--- src/rtl/core/ptfr_pkg.sv ---
`default_nettype none
package ptfr_pkg;
    localparam int MaxProcesses = 16;
    localparam int MaxPages     = 64;
    localparam int Frames       = 64;
    localparam int PidW         = 5;
    localparam int PageW        = 6;
    localparam int FrameW       = 6;
    localparam int SlotW        = 10;
    localparam int TimeW        = 32;

    localparam logic [1:0] StOk      = 2'd0;
    localparam logic [1:0] StUnknown = 2'd1;
    localparam logic [1:0] StRange   = 2'd2;
    localparam logic [1:0] StFull    = 2'd3;

    localparam logic       OpCreate    = 1'b0;
    localparam logic       OpTranslate = 1'b1;

    localparam logic       CfgPageSize   = 1'b0;
    localparam logic       CfgFrameCount = 1'b1;

    typedef struct packed {
        logic        opcode;
        logic [4:0]  process_id;
        logic [17:0] virtual_address;
        logic [18:0] process_size;
        logic [31:0] time_now;
    } t_in;

    typedef struct packed {
        logic [1:0]  status;
        logic [17:0] physical_address;
        logic        page_fault;
        logic [5:0]  frame_index;
        logic        evicted;
        logic [4:0]  new_process_id;
    } t_out;

    // controller to datapath
    typedef struct packed {
        logic load;       // capture input item
        logic div_start;  // start divide
        logic div_step;   // one quotient bit
        logic decide;     // evaluate checks
        logic lookup;     // read page table
        logic scan_step;  // one frame
        logic commit;     // write back
        logic out_load;   // load result register
    } t_cmd;

    // datapath to controller
    typedef struct packed {
        logic div_done;
        logic is_create;
        logic fail;       // status not ok
        logic clr_done;   // page-present clear finished
        logic hit;
        logic scan_done;
    } t_sts;
endpackage
`default_nettype wire

--- src/rtl/core/ptfr_ctrl.sv ---
`default_nettype none
module ptfr_ctrl
    import ptfr_pkg::*;
(
    input  wire  i_clk,
    input  wire  i_rst_n,
    input  wire  i_in_valid,
    output logic o_in_ready,
    output logic o_out_valid,
    input  wire  i_out_ready,
    input  wire  t_sts i_sts,
    output t_cmd o_cmd
);
    localparam logic [2:0] S_IDLE = 3'd0;
    localparam logic [2:0] S_DIV  = 3'd1;
    localparam logic [2:0] S_DEC  = 3'd2;
    localparam logic [2:0] S_LOOK = 3'd3;
    localparam logic [2:0] S_SCAN = 3'd4;
    localparam logic [2:0] S_CLR  = 3'd5;
    localparam logic [2:0] S_FIN  = 3'd6;

    logic [2:0] r_state, n_state;
    logic       r_ovalid, n_ovalid;

    assign o_in_ready  = (r_state == S_IDLE);
    assign o_out_valid = r_ovalid;

    // sequencing
    always_comb begin
        n_state  = r_state;
        n_ovalid = r_ovalid && !i_out_ready;
        o_cmd    = '0;
        case (r_state)
            S_IDLE: begin
                if (i_in_valid) begin
                    o_cmd.load = 1'b1;
                    n_state    = S_DIV;
                end
            end
            S_DIV: begin
                if (i_sts.div_done) n_state = S_DEC;
                else o_cmd.div_step = 1'b1;
            end
            S_DEC: begin
                o_cmd.decide = 1'b1;
                if (i_sts.fail) n_state = S_FIN;
                else if (i_sts.is_create) n_state = S_CLR;
                else n_state = S_LOOK;
            end
            S_LOOK: begin
                o_cmd.lookup = 1'b1;
                n_state = S_SCAN;
            end
            S_SCAN: begin
                if (i_sts.hit || i_sts.scan_done) n_state = S_FIN;
                else o_cmd.scan_step = 1'b1;
            end
            S_CLR: begin
                if (i_sts.clr_done) n_state = S_FIN;
            end
            S_FIN: begin
                if (!r_ovalid || i_out_ready) begin
                    o_cmd.commit   = 1'b1;
                    o_cmd.out_load = 1'b1;
                    n_ovalid       = 1'b1;
                    n_state        = S_IDLE;
                end
            end
            default: n_state = S_IDLE;
        endcase
        o_cmd.div_start = o_cmd.load;
    end

    always_ff @(posedge i_clk) begin
        if (!i_rst_n) begin
            r_state  <= S_IDLE;
            r_ovalid <= 1'b0;
        end else begin
            r_state  <= n_state;
            r_ovalid <= n_ovalid;
        end
    end

    a_ready_idle: assert property (@(posedge i_clk) disable iff (!i_rst_n)
        o_in_ready |-> r_state == S_IDLE) else $error("ready outside idle");
    a_load_once: assert property (@(posedge i_clk) disable iff (!i_rst_n)
        o_cmd.out_load |=> o_out_valid) else $error("result lost");
    a_commit_fin: assert property (@(posedge i_clk) disable iff (!i_rst_n)
        o_cmd.commit |-> r_state == S_FIN) else $error("commit out of order");
endmodule
`default_nettype wire

--- config.mk ---
export PLATFORM = sky130hd
export DESIGN_NAME = ptfr_ctrl
export DESIGN_NICKNAME = d
export VERILOG_FILES = /design/src/rtl/core/ptfr_pkg.sv /design/src/rtl/core/ptfr_ctrl.sv
export SDC_FILE = /design/constraint.sdc
export NUM_CORES = 1
export LEC_CHECK = 0
export ABC_CLOCK_PERIOD_IN_PS = 3220
export CORE_AREA = 2 2 39 41
export DETAILED_ROUTE_END_ITERATION = 8
export DIE_AREA = 0 0 41 43
export DONT_BUFFER_PORTS = 1
export SLEW_MARGIN = 0
export SYNTH_ARGS = -nofsm -noshare
export SYNTH_HDL_FRONTEND = slang
export SYNTH_SLANG_ARGS = --single-unit
--- constraint.sdc ---
create_clock -name i_clk -period 3.22 [get_ports i_clk]
set_input_delay 0.322 -clock i_clk [delete_from_list [all_inputs] [get_ports i_clk]]
set_output_delay 0.322 -clock i_clk [all_outputs]
set_load 0.005 [all_outputs]
Yosys cells after proc, flatten, opt, wreduce, memory -nomap -nowiden
Index checks and enable logic that the tools add are counted.
{ "totals": {"romBits": 0, "mem_count": 0, "word_cells": 40, "in_bits": 10, "latch_bits": 0, "regBits": 4, "out_inout_bits": 10, "ram_bits": 0} }
{ "classes": {"div": 0, "n_eq_ne": 11, "magnitude_cmp": 0, "n_addsub": 0, "bitwise_logic": 0, "reduce_logical": 7, "shifts": 0, "n_mux": 20, "multipliers": 0} }
{ "op_table": {"columns": ["operator", "n"], "rows": [
  ["$mux W3", 7],
  ["$pmux W3 S7", 1],
  ["$mux W1", 10],
  ["$ne A2 B2 Y1 const B", 5],
  ["$eq A3 B3 Y1 const B", 3],
  ["$eq A3 B2 Y1 const B", 2],
  ["$reduce_and A5 Y1", 1],
  ["$mux W2", 2],
  ["$eq A3 B1 Y1 const B", 1],
  ["$logic_not A3 Y1", 1],
  ["$logic_not A1 Y1", 2],
  ["$logic_or A1 B1 Y1", 2],
  ["$logic_and A1 B1 Y1", 1]
]} }

Longest topological paths before layout
{ "logic_depth": {"depth_word": 4, "depth_mapped": 5, "mapped_depth_nobuf": 4} }

Least setup slack after synthesis
No wires, ideal clock.
{ "synth_path": {"path_kind": "register to output", "from": "register r_state[1]", "to": "output o_cmd[7] (netlist name)", "required_ps": 2898, "path_stages_with_launch": 5, "setup_slack_ps": 1884, "n_path_buf": 2, "t_arrival_ps": 1014, "path_cell_list": "dfxtp_1 buf_2 nor3_1 and2_1 buf_4"} }
{ "synth_lines": {"columns": ["element", "line", "source"], "rows": [
  ["start: declaration", "ptfr_ctrl.sv:22", "logic [2:0] r_state, n_state;"],
  ["start signal: assignment", "ptfr_ctrl.sv:79", "r_state <= n_state;"],
  ["end: declaration", "ptfr_ctrl.sv:12", "output t_cmd o_cmd"]
]} }

==> metrics.md <==
| Metric | Value |
|---|---|
| Min-Delay Path Class | `in2reg` |
| Fin cells | `57` |
| Initial antenna violation count | `0` |
| Endpoints failing setup | `0` |
| IO buf count | `0` |
| Synth cell types | `23` |
| Clock latency on the worst-skew pair | `approximately 230 ps` |
| Levels on crit path | `2` |
| Synth Warn # | `0` |
| Synth Cell Area | `320 um^2` |
| Final Worst Setup Slack | `1710 ps` |
| Vias in the first global route | `roughly 250` |
| Largest cells by area after synthesis | `dfxtp_1 25%, buf_4 7.0%, mux2i_1 6.3%, nand2_1 5.9%, nor2_1 5.9%` |
| Reg2reg path depth | `4` |
| Routability cong. | `0.721` |
| Seq pwr share | `between 40% and 50%` |
| Area growth syn-to-layout | `1.17%` |
| Crit path DAT | `1190 ps` |
| Lkg Pwr | `between 0.1 and 0.15 nW` |
| Syn nets | `53` |
| R2R Setup Slk | `just over 2000 ps` |
| Residual DRC | `0` |
| Drt total wl | `approximately 630 um` |
| CTS Sinks | `4` |
| Internal Pwr Total | `112 uW` |
| Boundary Pins | `20` |
| Setup Buffers After CTS | `0` |
| Effective utilization at floorplan | `a little under a quarter` |
| # diodes | `0` |
| Number of buffers created by CTS | `3` |
| Layout cells sized above 1 | `9.76%` |
| Crit path launch type | `flip-flop` |
| 1st-pass router iterations | `4` |
| Fin. Hold Viols | `0` |
| Crit-path slowest cell | `dfxtp_1` |
| Avg Inst Size Synth | `7.45 um^2` |
| Total number of vias | `269` |
| Root buf cell | `clkbuf_4` |
| Xor and xnor fraction of the mapped netlist area | `0%` |
| Fmax | `around 660 MHz` |
| TritonCTS clock tree | `built` |
| Site Rows | `14` |
| Switch share | `29.8%` |
| Worst-margin pin slew | `375 ps` |
| Setup WS pre-CTS | `1970 ps` |
| Sequential area share after synthesis | `25.0%` |
| Max-slew violation count | `0` |
| Most frequent cells in the layout | `5 x nor2_1, 5 x nand2_1, 4 x dfxtp_1` |
| Setup Crit Path Kind | `reg2out` |
| Post-synthesis mux area share | `6.25%` |
| Main combinational cell family by area after synthesis | `simple AND/OR/NAND/NOR gates` |
| Die Y | `43 um` |
| Final worst-path cycle share | `46.9%` |
| Worst Setup End Kind | `primary output` |
| Sw Pwr | `47.4 uW` |
| Relative slew slack | `74.9%` |
| Crit path time final | `1510 ps` |
| First-pass GRT wire length | `1070 um` |
| Synth Instances | `43` |
| Reg area | `80.1 um^2` |
| Status | `finished, final reports clean` |
| Power density over the cells | `491 nW/um^2` |
| Cells along the critical path | `nand3b_1 -> nor2_1` |
| Post-route antenna net violation count | `0` |
| Initial DRC count | `10` |
| MaxCap Viol Count | `0` |
| CP bufs+invs | `0` |
| Worst Path Max Fanout | `13` |
| Synth area leader | `dfxtp_1` |
| Max incr delay on CP | `540 ps` |
| Yosys top cell area share | `25.0%` |
| Die area | `~1800 um^2` |
| Setup TNS | `0 ps` |
| CTS clk-pin slew, worst paths | `40 ps` |
| RSZ-0062 raised after global routing | `false` |
| Die span in x | `41 um` |
| Clk buf depth | `2` |
| WP data required | `2900 ps` |
| Seq cells post-synth | `4` |
| Final-layout fill cell count | `160` |
| Overflow after GRT | `0` |
| Nets@finish | `53` |
| Placed cells | `54` |
| H-tree Lvls | `1` |
| Combined area of the multi-input logic cells | `198 um^2` |
| Synth Area in Simple Gates | `40.6%` |
| Hold Crit Depth | `2` |
| Layout Skew | `1.58 ps` |
| Area after DPL | `302 um^2` |
| Core area | `1380 um^2` |
| Via-to-Cell Ratio | `between 4 and 5` |
| Post-Synth Adder-Cell Area | `0%` |
| Top Family by Delay on Critical Path | `flip-flops` |
| WL/cell | `11.1 um` |
| Compound-gate portion of the synthesized area | `between 10 and 15%` |
| Hold_buf cts | `0` |
| Largest net degree at the start of global routing | `14` |
| Post_cts resized | `0` |
| Cell area after layout | `324 um^2` |
| GR Util All Layers | `8.84%` |
| VDD IR max | `0.157 mV` |
| Power share of the clock group | `39.0%` |
| Gate power share | `19.1%` |
| Detail Placement HPWL | `492 um` |
## power by group through the flow
stage	logic [mW]	registers [mW]	clock network, mW
finish	0.0304	0.0666	0.0621
global route	0.0356	0.0689	0.0683
CTS	0.0308	0.0663	0.0663
detailed placement	0.0307	0.0671	0
global placement	0.0307	0.0669	0
floorplan	0.0437	0.0577	0
## state kept, by name, summed over array words and instances, names as in the netlist
signal       flops
r_state          3
o_out_valid      1
## worst paths after layout
kind / startpoint / endpoint
setup reg to reg: r_state[2] / r_state[1]
hold reg to reg: o_out_valid / o_out_valid
setup / recovery: r_state[1] / o_cmd[0]
hold / removal: i_rst_n / r_state[2]
## through the flow
| stage | util [%] | hold WS, ps | power, mW |
|---|---|---|---|
| floorplan | - | 436 | 0.101 |
| global placement | 21.8 | 438 | 0.0977 |
| detailed placement | 21.8 | 442 | 0.0979 |
| CTS | 23.4 | 192 | 0.163 |
| global route | 23.4 | 207 | 0.173 |
| finish | 23.4 | 202 | 0.159 |
## cells in the mapped netlist (all sizes together)
| cell | number |
|---|---|
| and3b | 1 |
| nand2 | 5 |
| nand3b | 2 |
| o32ai | 1 |
| inv | 1 |
| mux2i | 2 |
| and2 | 2 |
| o211ai | 1 |
| or3 | 1 |
| a21boi | 2 |
| o22ai | 1 |
| dfxtp | 4 |
| a21oi | 2 |
| and3 | 1 |
| nand2b | 2 |
| nor2b | 1 |
| nor4b | 1 |
| nor3 | 2 |
| nor2 | 6 |
| buf | 5 |
## worst register-to-register path: stages, from the launching register on
cell and delay [ps]:
dfxtp_1 510, nor2_2 100, and3_1 170, o32ai_1 130, o22ai_1 120
## cell families after synthesis
| group | count (synthesis) |
|---|---|
| multiplexers | 2 |
| buffers and inverters | 6 |
| AO/OA/AOI/OAI | 7 |
| flip-flops | 4 |
| AND/OR/NAND/NOR | 24 |
## layer usage
layer | up-vias | track usage [%] | share of wire [%]
met3 | 2 | 2.09 | 8.4
li1 | 141 | - | -
met1 | 115 | 12.5 | 45
met4 | 0 | 6.00 | 3.3
met5 | - | 0 | 0
met2 | 11 | 11.3 | 43
## layout make-up
class | instances | area share (%)
clock buffers | 3 | 6.95
inverters | 1 | 1.16
multi-input cells | 33 | 61.0
flip-flops and latches | 4 | 24.7
well taps | 16 | 6.18
Note: power is estimated with default switching activity, not from simulation.
